===== src/rtl/tx_command_word_parser_core_macros.svh =====
// Assertion macros shared by the transmit command word parser modules.
`ifndef TX_COMMAND_WORD_PARSER_CORE_MACROS_SVH
`define TX_COMMAND_WORD_PARSER_CORE_MACROS_SVH

// Same-cycle implication, disabled while reset is asserted.
`define TCWP_ASSERT_NOW(label, clk, rst_n, ante, cons, msg) \
    label: assert property (@(posedge clk) disable iff (!rst_n) (ante) |-> (cons)) \
        else $error(msg);

// Next-cycle implication, disabled while reset is asserted.
`define TCWP_ASSERT_NEXT(label, clk, rst_n, ante, cons, msg) \
    label: assert property (@(posedge clk) disable iff (!rst_n) (ante) |=> (cons)) \
        else $error(msg);

`endif


===== src/rtl/tcwp_pkg.sv =====
// Types, constants and helper functions of the transmit command word parser.
`timescale 1ns / 1ps
package tcwp_pkg;

    localparam int WORD_W     = 32;
    localparam int TAG_W      = 16;
    localparam int SIZE_W     = 11;
    localparam int SKIP_W     = 5;
    localparam int PAD_W      = 3;
    localparam int HELD_W     = 12;
    localparam int SCOUNT_W   = 8;
    localparam int DEPTH_CMP_W = 11;
    localparam int COUNT_W    = 3;

    localparam int QUEUE_DEPTH = 2;
    localparam int QPTR_W      = $clog2(QUEUE_DEPTH);
    localparam int QCNT_W      = $clog2(QUEUE_DEPTH + 1);

    localparam logic [HELD_W-1:0] CAPACITY_RESET = 12'd1152;

    // End alignment codes of command A bits 25:24.
    localparam logic [1:0] ALIGN_4 = 2'd1;
    localparam logic [1:0] ALIGN_8 = 2'd2;

    // Register index decoded from paddr[2].
    localparam logic REG_CAPACITY = 1'b0;

    typedef enum logic [1:0] {
        PH_IDLE = 2'd0,
        PH_CMDB = 2'd1,
        PH_DATA = 2'd2
    } phase_t;

    // One classified word as it travels from the front to the back.
    typedef struct packed {
        logic              dump;
        logic [WORD_W-1:0] word;
        logic              status_room;
        logic              status_fill;
    } item_t;

    typedef struct packed {
        logic [WORD_W-1:0]  out_bytes;
        logic [COUNT_W-1:0] out_count;
        logic               packet_end;
        logic               status_push;
        logic [TAG_W-1:0]   status_word;
        logic               status_full_flag;
        logic               ioc_flag;
        logic               overflow_flag;
    } result_t;

    function automatic logic [WORD_W-1:0] byte_mask(input logic [COUNT_W-1:0] n);
        logic [WORD_W-1:0] m;
        case (n)
            3'd0:    m = 32'h0000_0000;
            3'd1:    m = 32'h0000_00ff;
            3'd2:    m = 32'h0000_ffff;
            3'd3:    m = 32'h00ff_ffff;
            default: m = 32'hffff_ffff;
        endcase
        return m;
    endfunction

endpackage


===== src/rtl/tcwp_front.sv =====
// Front stage: registers each incoming transfer and classifies it.
`timescale 1ns / 1ps
module tcwp_front #(
    parameter int STATUS_FIFO_DEPTH = 128
) (
    input  logic                           clk,
    input  logic                           rst_n,
    input  logic                           in_valid,
    output logic                           in_ready,
    input  logic                           cmd,
    input  logic [tcwp_pkg::WORD_W-1:0]    word,
    input  logic [tcwp_pkg::SCOUNT_W-1:0]  status_fifo_count,
    output logic                           push_valid,
    input  logic                           push_ready,
    output tcwp_pkg::item_t                push_item
);

    logic                                 valid_reg;
    logic                                 valid_next;
    tcwp_pkg::item_t                      item_reg;
    tcwp_pkg::item_t                      item_next;
    logic [tcwp_pkg::DEPTH_CMP_W-1:0]     scount_ext;
    logic [tcwp_pkg::DEPTH_CMP_W-1:0]     depth_val;

    assign scount_ext = {{(tcwp_pkg::DEPTH_CMP_W - tcwp_pkg::SCOUNT_W){1'b0}},
                         status_fifo_count};
    assign depth_val  = tcwp_pkg::DEPTH_CMP_W'(STATUS_FIFO_DEPTH);

    assign in_ready   = !valid_reg || push_ready;
    assign push_valid = valid_reg;
    assign push_item  = item_reg;

    always_comb
    begin
        valid_next = valid_reg;
        item_next  = item_reg;
        if (in_ready)
        begin
            valid_next            = in_valid;
            item_next.dump        = cmd;
            item_next.word        = word;
            // Status FIFO room is judged here so the back needs no wide compare.
            item_next.status_room = scount_ext < depth_val;
            item_next.status_fill = (scount_ext + 11'd1) >= depth_val;
        end
    end

    always_ff @(posedge clk or negedge rst_n)
    begin
        if (!rst_n)
        begin
            valid_reg <= 1'b0;
        end
        else
        begin
            valid_reg <= valid_next;
        end
    end

    always_ff @(posedge clk)
    begin
        item_reg <= item_next;
    end

endmodule


===== src/rtl/tcwp_queue.sv =====
// Short register queue between the front and back stages.
`timescale 1ns / 1ps
`include "tx_command_word_parser_core_macros.svh"
module tcwp_queue (
    input  logic            clk,
    input  logic            rst_n,
    input  logic            push_valid,
    output logic            push_ready,
    input  tcwp_pkg::item_t push_item,
    output logic            pop_valid,
    input  logic            pop_ready,
    output tcwp_pkg::item_t pop_item
);

    tcwp_pkg::item_t                   entry_reg [tcwp_pkg::QUEUE_DEPTH];
    logic [tcwp_pkg::QPTR_W-1:0]       wr_ptr_reg;
    logic [tcwp_pkg::QPTR_W-1:0]       wr_ptr_next;
    logic [tcwp_pkg::QPTR_W-1:0]       rd_ptr_reg;
    logic [tcwp_pkg::QPTR_W-1:0]       rd_ptr_next;
    logic [tcwp_pkg::QCNT_W-1:0]       count_reg;
    logic [tcwp_pkg::QCNT_W-1:0]       count_next;
    logic                              do_push;
    logic                              do_pop;

    assign push_ready = count_reg != tcwp_pkg::QCNT_W'(tcwp_pkg::QUEUE_DEPTH);
    assign pop_valid  = count_reg != '0;
    assign pop_item   = entry_reg[rd_ptr_reg];
    assign do_push    = push_valid && push_ready;
    assign do_pop     = pop_valid && pop_ready;

    always_comb
    begin
        wr_ptr_next = wr_ptr_reg;
        rd_ptr_next = rd_ptr_reg;
        count_next  = count_reg;
        if (do_push)
        begin
            wr_ptr_next = (wr_ptr_reg == tcwp_pkg::QPTR_W'(tcwp_pkg::QUEUE_DEPTH - 1))
                        ? '0 : wr_ptr_reg + tcwp_pkg::QPTR_W'(1);
        end
        if (do_pop)
        begin
            rd_ptr_next = (rd_ptr_reg == tcwp_pkg::QPTR_W'(tcwp_pkg::QUEUE_DEPTH - 1))
                        ? '0 : rd_ptr_reg + tcwp_pkg::QPTR_W'(1);
        end
        if (do_push && !do_pop)
        begin
            count_next = count_reg + tcwp_pkg::QCNT_W'(1);
        end
        else if (do_pop && !do_push)
        begin
            count_next = count_reg - tcwp_pkg::QCNT_W'(1);
        end
    end

    always_ff @(posedge clk or negedge rst_n)
    begin
        if (!rst_n)
        begin
            wr_ptr_reg <= '0;
            rd_ptr_reg <= '0;
            count_reg  <= '0;
        end
        else
        begin
            wr_ptr_reg <= wr_ptr_next;
            rd_ptr_reg <= rd_ptr_next;
            count_reg  <= count_next;
        end
    end

    always_ff @(posedge clk)
    begin
        if (do_push)
        begin
            entry_reg[wr_ptr_reg] <= push_item;
        end
    end

    `TCWP_ASSERT_NOW(a_queue_bound, clk, rst_n, 1'b1,
        count_reg <= tcwp_pkg::QCNT_W'(tcwp_pkg::QUEUE_DEPTH),
        "queue occupancy beyond its depth")

endmodule


===== src/rtl/tcwp_back.sv =====
// Back stage: parser state, byte extraction and the registered result.
`timescale 1ns / 1ps
`include "tx_command_word_parser_core_macros.svh"
module tcwp_back (
    input  logic                          clk,
    input  logic                          rst_n,
    input  logic [tcwp_pkg::HELD_W-1:0]   capacity,
    input  logic                          item_valid,
    output logic                          item_ready,
    input  tcwp_pkg::item_t               item,
    output logic                          out_valid,
    input  logic                          out_ready,
    output tcwp_pkg::result_t             result
);

    tcwp_pkg::phase_t                  phase_reg;
    tcwp_pkg::phase_t                  phase_next;
    logic                              ioc_reg;
    logic                              ioc_next;
    logic                              last_reg;
    logic                              last_next;
    logic [1:0]                        align_reg;
    logic [1:0]                        align_next;
    logic [tcwp_pkg::TAG_W-1:0]        tag_reg;
    logic [tcwp_pkg::TAG_W-1:0]        tag_next;
    logic [tcwp_pkg::SIZE_W-1:0]       bytes_left_reg;
    logic [tcwp_pkg::SIZE_W-1:0]       bytes_left_next;
    logic [tcwp_pkg::SKIP_W-1:0]       skip_reg;
    logic [tcwp_pkg::SKIP_W-1:0]       skip_next;
    logic [tcwp_pkg::PAD_W-1:0]        pad_reg;
    logic [tcwp_pkg::PAD_W-1:0]        pad_next;
    logic [tcwp_pkg::HELD_W-1:0]       held_reg;
    logic [tcwp_pkg::HELD_W-1:0]       held_next;
    logic                              out_valid_reg;
    logic                              out_valid_next;
    tcwp_pkg::result_t                 result_reg;
    tcwp_pkg::result_t                 result_next;
    tcwp_pkg::result_t                 res;
    logic                              take;
    logic [11:0]                       span;
    logic [11:0]                       total;
    logic [tcwp_pkg::COUNT_W-1:0]      take_n;
    logic [tcwp_pkg::COUNT_W-1:0]      emit_n;
    logic [tcwp_pkg::WORD_W-1:0]       shifted;

    assign item_ready = !out_valid_reg || out_ready;
    assign take       = item_valid && item_ready;
    assign out_valid  = out_valid_reg;
    assign result     = result_reg;

    // Words in the buffer (command B) and bytes still to take (data word).
    assign span    = {1'b0, bytes_left_reg} + {7'b0, skip_reg} + 12'd3;
    assign total   = {1'b0, bytes_left_reg} + {7'b0, skip_reg};
    assign take_n  = (total < 12'd4) ? total[2:0] : 3'd4;
    assign emit_n  = take_n - {1'b0, skip_reg[1:0]};
    assign shifted = item.word >> {skip_reg[1:0], 3'b000};

    always_comb
    begin
        phase_next      = phase_reg;
        ioc_next        = ioc_reg;
        last_next       = last_reg;
        align_next      = align_reg;
        tag_next        = tag_reg;
        bytes_left_next = bytes_left_reg;
        skip_next       = skip_reg;
        pad_next        = pad_reg;
        held_next       = held_reg;
        res             = '0;

        if (item.dump)
        begin
            phase_next      = tcwp_pkg::PH_IDLE;
            ioc_next        = 1'b0;
            last_next       = 1'b0;
            align_next      = 2'd0;
            tag_next        = '0;
            bytes_left_next = '0;
            skip_next       = '0;
            pad_next        = '0;
            held_next       = '0;
        end
        else if (held_reg >= capacity)
        begin
            res.overflow_flag = 1'b1;
        end
        else
        begin
            held_next = held_reg + 12'd1;
            case (phase_reg)
                tcwp_pkg::PH_IDLE:
                begin
                    ioc_next        = item.word[31];
                    align_next      = item.word[25:24];
                    last_next       = item.word[12];
                    bytes_left_next = item.word[10:0];
                    skip_next       = item.word[20:16];
                    pad_next        = '0;
                    phase_next      = tcwp_pkg::PH_CMDB;
                end
                tcwp_pkg::PH_CMDB:
                begin
                    tag_next = item.word[31:16];
                    case (align_reg)
                        tcwp_pkg::ALIGN_4: pad_next = {1'b0, 2'd0 - span[3:2]};
                        tcwp_pkg::ALIGN_8: pad_next = 3'd0 - span[4:2];
                        default:           pad_next = '0;
                    endcase
                    phase_next = tcwp_pkg::PH_DATA;
                end
                tcwp_pkg::PH_DATA:
                begin
                    if (skip_reg[4:2] != 3'd0)
                    begin
                        skip_next = skip_reg - 5'd4;
                    end
                    else
                    begin
                        if (bytes_left_reg == '0 && pad_reg != '0)
                        begin
                            pad_next = pad_reg - 3'd1;
                        end
                        else
                        begin
                            res.out_bytes   = shifted & tcwp_pkg::byte_mask(emit_n);
                            res.out_count   = emit_n;
                            skip_next       = '0;
                            bytes_left_next = bytes_left_reg - {8'b0, emit_n};
                        end
                        if (bytes_left_next == '0 && pad_next == '0)
                        begin
                            if (last_reg)
                            begin
                                res.packet_end = 1'b1;
                                if (item.status_room)
                                begin
                                    res.status_push      = 1'b1;
                                    res.status_word      = tag_reg;
                                    res.status_full_flag = item.status_fill;
                                end
                                held_next = '0;
                            end
                            res.ioc_flag = ioc_reg;
                            phase_next   = tcwp_pkg::PH_IDLE;
                        end
                    end
                end
                default:
                begin
                    phase_next = tcwp_pkg::PH_IDLE;
                end
            endcase
        end
    end

    always_comb
    begin
        out_valid_next = out_valid_reg;
        result_next    = result_reg;
        if (take)
        begin
            out_valid_next = 1'b1;
            result_next    = res;
        end
        else if (out_ready)
        begin
            out_valid_next = 1'b0;
        end
    end

    always_ff @(posedge clk or negedge rst_n)
    begin
        if (!rst_n)
        begin
            phase_reg      <= tcwp_pkg::PH_IDLE;
            ioc_reg        <= 1'b0;
            last_reg       <= 1'b0;
            align_reg      <= 2'd0;
            tag_reg        <= '0;
            bytes_left_reg <= '0;
            skip_reg       <= '0;
            pad_reg        <= '0;
            held_reg       <= '0;
            out_valid_reg  <= 1'b0;
        end
        else
        begin
            out_valid_reg <= out_valid_next;
            if (take)
            begin
                phase_reg      <= phase_next;
                ioc_reg        <= ioc_next;
                last_reg       <= last_next;
                align_reg      <= align_next;
                tag_reg        <= tag_next;
                bytes_left_reg <= bytes_left_next;
                skip_reg       <= skip_next;
                pad_reg        <= pad_next;
                held_reg       <= held_next;
            end
        end
    end

    always_ff @(posedge clk)
    begin
        result_reg <= result_next;
    end

    `TCWP_ASSERT_NEXT(a_dump_restarts, clk, rst_n, take && item.dump,
        phase_reg == tcwp_pkg::PH_IDLE && held_reg == '0,
        "dump did not restart the parser")
    `TCWP_ASSERT_NOW(a_push_needs_end, clk, rst_n, out_valid_reg && result_reg.status_push,
        result_reg.packet_end,
        "status pushed without a packet end")
    `TCWP_ASSERT_NOW(a_overflow_silent, clk, rst_n, out_valid_reg && result_reg.overflow_flag,
        result_reg.out_count == '0 && !result_reg.packet_end,
        "dropped word produced payload")
    `TCWP_ASSERT_NEXT(a_overflow_holds, clk, rst_n, take && !item.dump && held_reg >= capacity,
        $stable(held_reg) && $stable(phase_reg),
        "dropped word changed parser state")

endmodule


===== src/rtl/tx_command_word_parser_core.sv =====
// Top level of the transmit command word parser with its configuration port.
`timescale 1ns / 1ps
// Parses the words written to a transmit data FIFO: command A, command B,
// then payload and pad words, giving one result transfer for every input
// transfer (payload bytes, packet end, status push and flags). A new word
// can be taken on every clock cycle while the result output is not stalled;
// a word's result is presented through the input register, the two-entry
// queue and the result register. The parser state is updated by one step
// in the back stage, which sets the rate at one word per cycle when
// out_ready does not hold results back. The FIFO capacity register sits at
// byte address 0 of the APB port and may be written only while the parser
// is idle.
module tx_command_word_parser_core #(
    parameter int STATUS_FIFO_DEPTH = 128
) (
    input  logic                          clk,
    input  logic                          rst_n,
    input  logic                          in_valid,
    output logic                          in_ready,
    input  logic                          cmd,
    input  logic [tcwp_pkg::WORD_W-1:0]   word,
    input  logic [tcwp_pkg::SCOUNT_W-1:0] status_fifo_count,
    output logic                          out_valid,
    input  logic                          out_ready,
    output logic [tcwp_pkg::WORD_W-1:0]   out_bytes,
    output logic [tcwp_pkg::COUNT_W-1:0]  out_count,
    output logic                          packet_end,
    output logic                          status_push,
    output logic [tcwp_pkg::TAG_W-1:0]    status_word,
    output logic                          status_full_flag,
    output logic                          ioc_flag,
    output logic                          overflow_flag,
    input  logic                          psel,
    input  logic                          penable,
    input  logic                          pwrite,
    input  logic [2:0]                    paddr,
    input  logic [31:0]                   pwdata,
    output logic [31:0]                   prdata,
    output logic                          pready
);

    logic [tcwp_pkg::HELD_W-1:0] capacity_reg;
    logic [tcwp_pkg::HELD_W-1:0] capacity_next;
    logic                        front_valid;
    logic                        front_ready;
    tcwp_pkg::item_t             front_item;
    logic                        queue_valid;
    logic                        queue_ready;
    tcwp_pkg::item_t             queue_item;
    tcwp_pkg::result_t           result;
    logic                        cfg_write;

    assign pready    = 1'b1;
    // Only word-aligned writes reach the register.
    assign cfg_write = psel && penable && pwrite && (paddr[2] == tcwp_pkg::REG_CAPACITY)
                    && (paddr[1:0] == 2'd0);
    assign prdata    = (paddr[2] == tcwp_pkg::REG_CAPACITY)
                     ? {20'd0, capacity_reg} : 32'd0;

    always_comb
    begin
        capacity_next = capacity_reg;
        if (cfg_write)
        begin
            capacity_next = pwdata[tcwp_pkg::HELD_W-1:0];
        end
    end

    always_ff @(posedge clk or negedge rst_n)
    begin
        if (!rst_n)
        begin
            capacity_reg <= tcwp_pkg::CAPACITY_RESET;
        end
        else
        begin
            capacity_reg <= capacity_next;
        end
    end

    tcwp_front #(
        .STATUS_FIFO_DEPTH (STATUS_FIFO_DEPTH)
    ) u_front (
        .clk               (clk),
        .rst_n             (rst_n),
        .in_valid          (in_valid),
        .in_ready          (in_ready),
        .cmd               (cmd),
        .word              (word),
        .status_fifo_count (status_fifo_count),
        .push_valid        (front_valid),
        .push_ready        (front_ready),
        .push_item         (front_item)
    );

    tcwp_queue u_queue (
        .clk        (clk),
        .rst_n      (rst_n),
        .push_valid (front_valid),
        .push_ready (front_ready),
        .push_item  (front_item),
        .pop_valid  (queue_valid),
        .pop_ready  (queue_ready),
        .pop_item   (queue_item)
    );

    tcwp_back u_back (
        .clk        (clk),
        .rst_n      (rst_n),
        .capacity   (capacity_reg),
        .item_valid (queue_valid),
        .item_ready (queue_ready),
        .item       (queue_item),
        .out_valid  (out_valid),
        .out_ready  (out_ready),
        .result     (result)
    );

    assign out_bytes        = result.out_bytes;
    assign out_count        = result.out_count;
    assign packet_end       = result.packet_end;
    assign status_push      = result.status_push;
    assign status_word      = result.status_word;
    assign status_full_flag = result.status_full_flag;
    assign ioc_flag         = result.ioc_flag;
    assign overflow_flag    = result.overflow_flag;

endmodule


===== config.mk =====
export PLATFORM = sky130hd
export DESIGN_NAME = tx_command_word_parser_core
export DESIGN_NICKNAME = d
export VERILOG_FILES = /design/src/rtl/tcwp_pkg.sv /design/src/rtl/tcwp_front.sv /design/src/rtl/tcwp_queue.sv /design/src/rtl/tcwp_back.sv /design/src/rtl/tx_command_word_parser_core.sv
export VERILOG_INCLUDE_DIRS = /design/src /design/src/rtl
export SDC_FILE = /design/constraint.sdc
export NUM_CORES = 1
export LEC_CHECK = 0
export BUFFER_PORTS_ARGS = -buffer_cell sky130_fd_sc_hd__buf_2
export CORE_MARGIN = 4
export CORE_UTILIZATION = 40
export CTS_CLUSTER_DIAMETER = 40
export DETAILED_ROUTE_END_ITERATION = 10
export GPL_TIMING_DRIVEN = 0
export PLACE_DENSITY_LB_ADDON = 0.05
export SYNTH_ARGS = -nofsm -noshare
export SYNTH_HDL_FRONTEND = slang
export SYNTH_SLANG_ARGS = --single-unit

===== constraint.sdc =====
create_clock -name clk -period 6 [get_ports clk]
set_clock_uncertainty 0.2 [all_clocks]
set_input_delay 1.2 -clock clk [delete_from_list [all_inputs] [get_ports clk]]
set_output_delay 1.2 -clock clk [all_outputs]
set_load 0.01 [all_outputs]

==> results of run 1 <==
worst max-delay path, stage by stage (launching register included):
cell,delay [ns]
dfrtp_2,0.41
ha_2,0.20
inv_2,0.05
fa_2,0.24
nor2b_2,0.06
o31a_1,0.28
o21a_1,0.24
a31oi_2,0.19
mux2_4,0.23
nor2_4,0.04
nand2_1,0.06
nand2_1,0.06
fa_2,0.59
inv_2,0.04
clkbuf_8,0.13
fa_2,0.34
buf_4,0.14
a21oi_1,0.22
nand2_1,0.19
or2_2,0.37
o22ai_1,0.33
nor4_4,0.07
buf_4,0.17
nand4b_4,0.12
nor3_4,0.06
buf_12,0.16
clkbuf_16,0.15
and2_1,0.15
final timing paths:
| kind | from | cells after the start | slack (ns) | endpoint |
|---|---|---|---|---|
| max | u_back.bytes_left_reg[0] | 27 | 0.24 | u_back.result[12] |
| min | u_front.push_item[9] | 0 | 0.24 | u_queue.entry_reg[0][9] |
| max reg2reg | u_back.bytes_left_reg[0] | 27 | 0.24 | u_back.result[12] |
| min reg2reg | u_front.push_item[9] | 0 | 0.24 | u_queue.entry_reg[0][9] |
| max in group asynchronous | rst_n | 2 | 4.64 | u_back.bytes_left_reg[1] |
| min in group asynchronous | rst_n | 1 | 0.37 | u_back.bytes_left_reg[5] |
cells in the final DEF, fill, tap and decap left out, types with 33 or more instances in the layout:
master     synthesis  final
buf_2              0    131
buf_4             21     40
clkbuf_1          31     33
clkbuf_16          0     41
dfrtp_1           69     67
edfxtp_1         161    161
inv_1             40     37
mux2_2            35     34
nand2_1           83     82
nor2_1            68     66
o21ai_0           41     41
per-layer routing:
layer | vias to the layer above | share of wire [%] | global-route usage [%]
met3 | 46 | 5.7 | 3.12
li1 | 3741 | - | -
met2 | 238 | 46 | 29.1
met5 | - | 0 | 0
met4 | 0 | 1.9 | 4.82
met1 | 3817 | 46 | 27.3
power by group through the flow:
| stage | combinational [mW] | sequential, mW | clock (mW) |
|---|---|---|---|
| finish | 3.30 | 2.60 | 2.07 |
| global route | 3.60 | 2.67 | 2.19 |
| CTS | 3.24 | 2.61 | 2.12 |
| detailed placement | 3.06 | 2.63 | 0 |
| global placement | 3.01 | 2.65 | 0 |
| floorplan | 1.97 | 2.63 | 0 |
layout make-up:
cell class	instances	area, um^2	area share (%)
plain buffers	57	338	2.45
clock buffers	49	1050	7.64
clock inverters	21	183	1.32
inverters	42	165	1.20
multi-input cells	581	4090	29.6
flip-flops and latches	232	6620	47.9
well taps	341	427	3.09
repair buffers	156	933	6.76
through the flow:
stage / power [mW] / setup TNS [ns] / hold slack, ns / setup slack, ns / cells
2_1_floorplan: 4.60 / 0 / 0.221 / 0.0108 / 913
3_3_place_gp: 5.66 / -33.15 / 0.225 / -1.23 / 1386
3_5_place_dp: 5.69 / -32.73 / 0.230 / -1.21 / 1390
4_1_cts: 7.97 / 0 / 0.240 / 0.0435 / 1471
5_1_grt: 8.47 / 0 / 0.254 / 0.0503 / 1479
6_report: 7.97 / 0 / 0.241 / 0.245 / 1479
cells by family after synthesis:
family / after synthesis
adders and majority gates: 35
buffers and inverters: 100
DFF: 232
other: 2
muxes: 65
xor gates and xnor gates: 16
and+or+nand+nor: 268
AOI/OAI and AO/OA: 176
repair_timing:
item	4_1_cts	5_1_grt
buffers inserted	12	7
resized for setup	29	14
gates cloned	0	1
endpoints found under the setup margin	34	31
pin swaps	12	10
==> out/results.txt, run 1 <==
Vias per cell - 5.30
Initial Util - 40.7%
Pwr dens - 578 nW/um^2
Vias in the first global route - 7,490
Overall Global Routing Usage - 18.6%
Layout Nets - 1,227
Worst EP arrival - 5.83 ns
Synth area leaders - edfxtp_1 (44%), dfrtp_1 (16%), ha_1 (3.7%), mux2_2 (3.6%), nand2_1 (2.8%)
Synth Area in Simple Gates - 12.2%
Placed Instance Area - 12,200 um^2
Fmax achieved - 174 MHz
Post-synthesis cell type count - 70
CTS Sinks - 232
Initial antenna violation count - 0
Clock Tree Root - clkbuf_16
Syn Inst Count - 894
First-pass GRT wire length - 44.0 mm
Cts hold-fix bufs - 0
Gp weighted congestion - 0.869
Yosys top cell area share - 44.1%
Max-cap check violation count - 0
Net Sw Frac - 39.1%
#FFs+latches synth - 232
Maximum clock path buffer count - 3
Final Max Slew Viols - 0
Hold Fails Final Rpt - 0
Min cycle time layout - 5.76 ns
Post-synth EDFFs - 161
Critical Path RT - 6.07 ns
CP endpoint kind - flop
Final instance area - 13,800 um^2
Part of the cycle the worst path needs - 95.9%
Number of DRC markers in iteration 0 - 507
Status - complete, no violations
Pre-Repair DR Iteration Count - 5
Worst-path clk slew - 0.05 ns
Leading area contributor after synthesis - edfxtp_1
Combinational fraction of design power - 41.3%
Pin count of the biggest net entering global routing - 58
Synth Area in Compound Gates - 11.2%
Worst IR Drop VDD - 0.000254 V
Die Wd - 174 um
Synth warn - 0
Fin util - 51.2%
RSZ-0062 raised after global routing - false
Fraction of layout cells with a size suffix above 1 - 28.0%
Mapped cell area - 11,000 um^2
TritonCTS clock tree - yes
Core ar. - 27,000 um^2
# DRC - 0
Post-synth top flop - edfxtp_1
Mux cell area share after synthesis - 6.44%
H-Tree Level Count - 2
Cts bufs inserted - 39
Post-synthesis adder-cell area fraction - 4.20%
Number of flip-flops in the largest register - 70
Pint - 4.86 mW
Num rows - 60
Hpwl dp - 20.7 mm
Ports - 174
Seq/Total Area, Yosys - 60.3%
Post-synthesis xor/xnor area fraction - 1.28%
Final ANT Viol Nets - 0
Avg Inst Size Synth - 12.3 um^2
Remaining Overflow, GRT - 0
Crit path max fanout - 6
Die height - 174 um
Clk Latency, worst-skew pair - 0.52 ns
Routed WL - 28.7 mm
Vias - 7,842
Critical path type - reg -> reg
Clock network power share - 26.0%
Power share of the sequential group - 32.7%
Asr flop ratio synth - 30.6%
Largest family of logic cells by synthesized area - simple AND/OR/NAND/NOR gates
Hold Crit Class - reg -> reg
Setup violators final - 0
Synth top cells by count - edfxtp_1 (161), nand2_1 (83), dfrtp_1 (69)
Most common cell in the netlist - edfxtp_1
Antenna Cells - 0
Psw - 3.12 mW
Pleak - 5.79 nW
Max-slew headroom - 11.7%
Die Area - 30,100 um^2
Critical Path Start Type - flop
Worst Max-Slew Pin Slew - 1.32 ns
Layout area overhead - 25.9%
FILL cells - 2,411
IO Port Bufs - 132
Average wire per standard cell - 19.4 um
No activity file was read; power rests on OpenSTA's default activity.
==> inputs of run 2 (changes only) <==
Settings changed: HOLD_SLACK_MARGIN set to 0.1, PLACE_DENSITY_LB_ADDON 0.05 to not set.
==> out/results.txt, run 2 (synthesis results as in run 1) <==
Pre-Repair DR Iteration Count - 4 (-1)
Clock network power share - 26.1% (about the same)
Num rows - 60 (unchanged)
Hold slack - 0.237 ns (-0.00367 ns)
CTS Sinks - 232 (unchanged)
Initial antenna violation count - 0 (unchanged)
Die Wd - 174 um (unchanged)
Worst R2R Setup Slack - 0.19 ns (-0.06 ns)
Fraction of layout cells with a size suffix above 1 - 28.1% (+0.085 points)
Min cycle time layout - 5.81 ns (+0.0581 ns)
Worst reg2reg path depth - 23 (-15%)
Buf/Inv on CP - 7 (unchanged)
Final Max Slew Viols - 0 (unchanged)
Net Sw Frac - 38.9% (-0.24 points)
Pwr Total - 7.90 mW (-0.92%)
Worst Max-Slew Pin Slew - 1.37 ns (+0.0533 ns)
Ports - 174 (unchanged)
Fin util - 51.0% (-0.23 points)
Overall Global Routing Usage - 17.8% (-0.86 points)
Initial Util - 40.7% (unchanged)
R2R Path End - u_back.result[11]
H-Tree Level Count - 2 (unchanged)
Hpwl dp - 20.1 mm (-2.8%)
Crit path max fanout - 10 (+4)
Cts bufs inserted - 36 (-7.7%)
Hold Fails Final Rpt - 0 (unchanged)
Clock Tree Root - clkbuf_16
Max-cap check violation count - 0 (unchanged)
Critical Path Start Type - flop
Hold Path Origin - u_front.push_item[10]
Placed Instance Area - 12,200 um^2 (about the same)
CP endpoint kind - flop
Worst EP arrival - 6.00 ns (+0.17 ns)
Die height - 174 um (unchanged)
Critical Path RT - 6.19 ns (+0.12 ns)
TritonCTS clock tree - yes
Pint - 4.83 mW (-0.53%)
Final worst slack - 0.187 ns (-0.0581 ns)
Final ANT Viol Nets - 0 (unchanged)
Crit path max-delay family - simple AND/OR/NAND/NOR gates
Critical path type - reg -> reg
Gp weighted congestion - 0.892 (+2.7%)
Most Frequent Cell on Critical Path - fa_2
Pwr dens - 575 nW/um^2 (-0.48%)
Max-slew headroom - 8.12% (-3.6 points)
Layout area overhead - 25.3%
Remaining Overflow, GRT - 0 (unchanged)
Status - complete, no violations
CP max stage delay - 0.68 ns (+0.09 ns)
Place WS - -1.17 ns (+0.0341 ns)
Setup violators final - 0 (unchanged)
Commonest non-fill, non-tap cells in the layout - edfxtp_1 (161), buf_2 (131), nand2_1 (81), dfrtp_1 (67), nor2_1 (66)
Psw - 3.07 mW (-1.5%)
R2r startpoint - u_back.skip_reg[0]
Number of DRC markers in iteration 0 - 515 (+1.6%)
Combinational fraction of design power - 40.8% (-0.5 points)
Layout Nets - 1,222 (-0.41%)
FILL cells - 2,353 (-2.4%)
IO Port Bufs - 132 (unchanged)
Core ar. - 27,000 um^2 (unchanged)
Pleak - 5.77 nW (-0.36%)
Power share of the sequential group - 33.1% (+0.4 points)
Hold EP - u_queue.entry_reg[1][10]
Routed WL - 27.5 mm (-4.2%)
Worst IR Drop VDD - 0.000275 V (+8.4%)
Pin count of the biggest net entering global routing - 38 (-34%)
Vias per cell - 5.33 (+0.57%)
Final instance area - 13,700 um^2 (-0.44%)
Hold Crit Class - reg -> reg
# DRC - 0 (unchanged)
Slowest-stage cell, CP - or4b_2
Die Area - 30,100 um^2 (unchanged)
Antenna Cells - 0 (unchanged)
Vias in the first global route - 7,488 (-0.027%)
Worst-path clk slew - 0.05 ns (about the same)
Cts hold-fix bufs - 0 (unchanged)
Vias - 7,849 (+0.089%)
Clk Latency, worst-skew pair - 0.53 ns (about the same)
Number of flip-flops in the largest register - 70 (unchanged)
Maximum clock path buffer count - 3 (unchanged)
Average wire per standard cell - 18.7 um (-3.7%)
Fmax achieved - 172 MHz (-1.0%)
First-pass GRT wire length - 42.4 mm (-3.7%)
Multi-input gate area - 4090 um^2 (about the same)
Crit-path cells - ha_2 > inv_2 > fa_2 > nor2b_2 > o31a_1 > o21a_1 > a31oi_2 > mux2_4 > buf_4 > nor3_4 > fa_2 > inv_2 > buf_8 > fa_2 > or4b_2 > o31a_1 > nor4_4 > buf_4 > nand4b_4 > nor3_4 > buf_12 > buf_8 > and2_4
Hold Path Stages - 0 (unchanged)
Part of the cycle the worst path needs - 96.9% (+0.97 points)
Commonest non-fill, non-tap cell in the layout - edfxtp_1
FF+latch area - 6620 um^2 (unchanged)
-- run 2: cell types whose count changed in the layout (fill, tap and decap cells not counted), moves of 2 or more --
cell / before / now
bufinv_16: 1 / 3
clkbuf_16: 41 / 37
clkbuf_8: 3 / 0
clkinv_1: 4 / 1
clkinv_2: 3 / 5
clkinvlp_4: 5 / 3
o21ai_0: 41 / 39
o21ai_1: 1 / 3
-- run 2: how the worst max path moves through the flow --
stage | start | end | slack [ns] | cells after the start
3_5_place_dp | u_back.skip_reg[1] | u_back.result[18] | -1.17 | 23
6_report | u_back.skip_reg[0] | u_back.result[11] | 0.19 | 23
5_1_grt | u_back.skip_reg[0] | u_back.result[11] | -0.005 | 25
3_3_place_gp | u_back.skip_reg[1] | u_back.result[16] | -1.10 | 22
4_1_cts | u_back.skip_reg[1] | u_back.result[18] | 0.002 | 24
2_1_floorplan | u_back.skip_reg[1] | u_back.phase_reg[1] | 0.01 | 21
-- run 2: layer usage --
metal / vias to the layer above / track usage [%] / share of wire, %
li1: 3731 / - / -
met1: 3830 / 25.2 / 45
met2: 249 / 27.8 / 47
met3: 39 / 3.58 / 6.0
met4: 0 / 5.48 / 2.1
met5: - / 0 / 0
-- run 2: power by group through the flow --
stage / combinational [mW] / sequential (mW) / clock (mW)
5_1_grt: 3.51 / 2.67 / 2.18
6_report: 3.23 / 2.62 / 2.06
2_1_floorplan: 1.97 / 2.63 / 0
4_1_cts: 3.11 / 2.62 / 2.10
3_5_place_dp: 2.98 / 2.64 / 0
3_3_place_gp: 2.91 / 2.66 / 0
-- run 2: metrics by stage --
stage	instances	setup TNS (ns)
final	1472	0
after global routing	1472	-0.00848
after CTS	1465	0
after detailed placement	1390	-32.25
after global placement	1386	-30.00
after floorplan	913	0
-- run 2: cell type report --
cell class | instances | share of cell area (%)
Multi-Input combinational cell | 581 | 29.8
Tap cell | 341 | 3.10
Sequential cell | 232 | 48.1
Clock buffer | 43 | 6.90
Inverter | 42 | 1.24
Buffer | 57 | 2.47
Timing Repair Buffer | 154 | 6.50
Clock inverter | 22 | 1.88
-- run 2: repair_timing --
item / 4_1_cts / 5_1_grt
pin swaps: 9 / 12
resized for setup: 20 / 28
endpoints found under the hold margin: 0 / 0
setup endpoints to repair: 36 / 31
buffers inserted: 10 / 8
==> inputs of run 3 (changes only) <==
Settings changed: PLACE_DENSITY set to 0.62.
==> out/results.txt, run 3 (synthesis results as in run 1) <==
Num rows - 60 (unchanged)
Layout area overhead - 24.2%
Commonest non-fill, non-tap cells in the layout - edfxtp_1 (161), buf_2 (131), nand2_1 (83), dfrtp_1 (67), nor2_1 (66)
Part of the cycle the worst path needs - 95.2% (-1.7 points)
Commonest non-fill, non-tap cell in the layout - edfxtp_1
Die height - 174 um (unchanged)
Gp weighted congestion - 0.887 (-0.56%)
Number of DRC markers in iteration 0 - 650 (+26%)
Die Wd - 174 um (unchanged)
Setup violators final - 0 (unchanged)
TritonCTS clock tree - yes
Pre-Repair DR Iteration Count - 5 (+1)
Fmax achieved - 175 MHz (+1.8%)
Initial Util - 40.7% (unchanged)
FILL cells - 2,343 (-0.42%)
Max-slew headroom - 23.4% (+15 points)
Clock Tree Root - clkbuf_16
Critical Path RT - 6.18 ns (about the same)
Crit-path cells - buf_8 > inv_8 > fa_2 > xor2_2 > o221ai_1 > nor4b_4 > nand3_2 > nor2_4 > nand2_1 > nand2_1 > fa_2 > inv_2 > clkbuf_8 > fa_2 > or4b_4 > o31a_1 > nor4_4 > buf_4 > nand4b_4 > nor3_4 > buf_12 > buf_8 > and2_1
Pwr dens - 569 nW/um^2 (-0.92%)
Overall Global Routing Usage - 17.9% (+0.12 points)
Status - complete, no violations
Critical Path Start Type - flop
Clk Latency, worst-skew pair - 0.50 ns (-0.03 ns)
CTS Sinks - 232 (unchanged)
H-Tree Level Count - 2 (unchanged)
Worst-path clk slew - 0.06 ns (about the same)
Ports - 174 (unchanged)
Crit path max-delay family - simple AND/OR/NAND/NOR gates
Max-cap check violation count - 0 (unchanged)
Hold Crit Class - reg -> reg
CP endpoint kind - flop
Pleak - 5.72 nW (-0.89%)
Initial antenna violation count - 0 (unchanged)
Remaining Overflow, GRT - 0 (unchanged)
Worst IR Drop VDD - 0.000287 V (+4.4%)
CP max stage delay - 0.54 ns (-0.14 ns)
Worst Max-Slew Pin Slew - 1.14 ns (-0.228 ns)
IO Port Bufs - 132 (unchanged)
Hold Fails Final Rpt - 0 (unchanged)
Final ANT Viol Nets - 0 (unchanged)
Routed WL - 27.6 mm (+0.26%)
Setup TNS Final - 0 ns (unchanged)
Die Area - 30,100 um^2 (unchanged)
Min cycle time layout - 5.71 ns (-0.101 ns)
RSZ-0062 raised after global routing - false
Buf/Inv on CP - 7 (unchanged)
Hpwl dp - 19.7 mm (-2.0%)
Vias per cell - 5.29 (-0.79%)
Placed Instance Area - 12,200 um^2 (about the same)
Place WS - -1.18 ns (-0.00264 ns)
Slowest-stage cell, CP - or4b_4
Final worst slack - 0.288 ns (+0.101 ns)
Core ar. - 27,000 um^2 (unchanged)
Crit path max fanout - 11 (+1)
Number of flip-flops in the largest register - 70 (unchanged)
Pwr Total - 7.76 mW (-1.8%)
Final Max Slew Viols - 0 (unchanged)
Vias - 7,745 (-1.3%)
First-pass GRT wire length - 42.7 mm (+0.88%)
# DRC - 0 (unchanged)
Final instance area - 13,600 um^2 (-0.86%)
Cts hold-fix bufs - 0 (unchanged)
Fraction of layout cells with a size suffix above 1 - 27.0% (-1.1 points)
Maximum clock path buffer count - 3 (unchanged)
Pin count of the biggest net entering global routing - 67 (+76%)
Vias in the first global route - 7,513 (+0.33%)
Most Frequent Cell on Critical Path - fa_2
Cts bufs inserted - 34 (-5.6%)
Worst EP arrival - 5.89 ns (-0.11 ns)
Antenna Cells - 0 (unchanged)
Average wire per standard cell - 18.9 um (+0.81%)
Layout Nets - 1,217 (-0.41%)
Critical path type - reg -> reg
## run 3: cell count changes in the layout (fill, tap and decap cells not counted), sizes merged
cell,delta
buf,-3
clkinvlp,-1
clkinv,+2
clkbuf,-1
bufinv,-1
inv,-4
## run 3: cell type report
type	instances	area [um^2]	share of cell area [%]
buffer	57	342	2.51
clock buffer	42	933	6.85
tap	341	427	3.13
timing repair buffer	151	878	6.45
inverter	42	165	1.21
sequential	232	6620	48.5
multi-input combinational	581	4080	29.9
clock inverter	18	191	1.40
## run 3: what timing repair did
item | CTS | global route
resized for setup | 21 | 17
buffers inserted | 9 | 6
setup endpoints to repair | 36 | 31
pin swaps | 11 | 9
endpoints found under the hold margin | 0 | 0
## run 3: metrics by stage
stage                     util [%]  instances  hold WS, ns
after floorplan                  -        913        0.221
after global placement        45.0       1386        0.222
after detailed placement      45.4       1390        0.230
after CTS                     50.2       1458        0.243
after global routing          50.6       1464        0.258
final                         50.6       1464        0.242
## run 3: power by group
group | switching [mW] | internal [mW] | total [mW]
Combinational | 2.02 | 1.19 | 3.22
Clock | 0.724 | 1.21 | 1.93
Sequential | 0.275 | 2.34 | 2.61
## run 3: path summary, 6_finish.rpt
check | startpoint | to | slack [ns] | depth (start not counted)
worst max-delay path | u_back.skip_reg[1] | u_back.result[12] | 0.29 | 23
worst min-delay path | u_front.push_item[27] | u_queue.entry_reg[0][27] | 0.24 | 0
worst max register to register | u_back.skip_reg[1] | u_back.result[12] | 0.29 | 23
worst min register to register | u_front.push_item[27] | u_queue.entry_reg[0][27] | 0.24 | 0
max in group asynchronous | rst_n | capacity_reg[7] | 4.69 | 2
min in group asynchronous | rst_n | u_front.push_valid | 0.33 | 1
## run 3: layer usage
layer	GRT usage, %	part of all wire, %	vias up
li1	-	-	3707
met1	25.9	46	3698
met2	27.2	45	278
met3	2.84	5.9	62
met4	7.23	3.4	0
met5	0	0	-
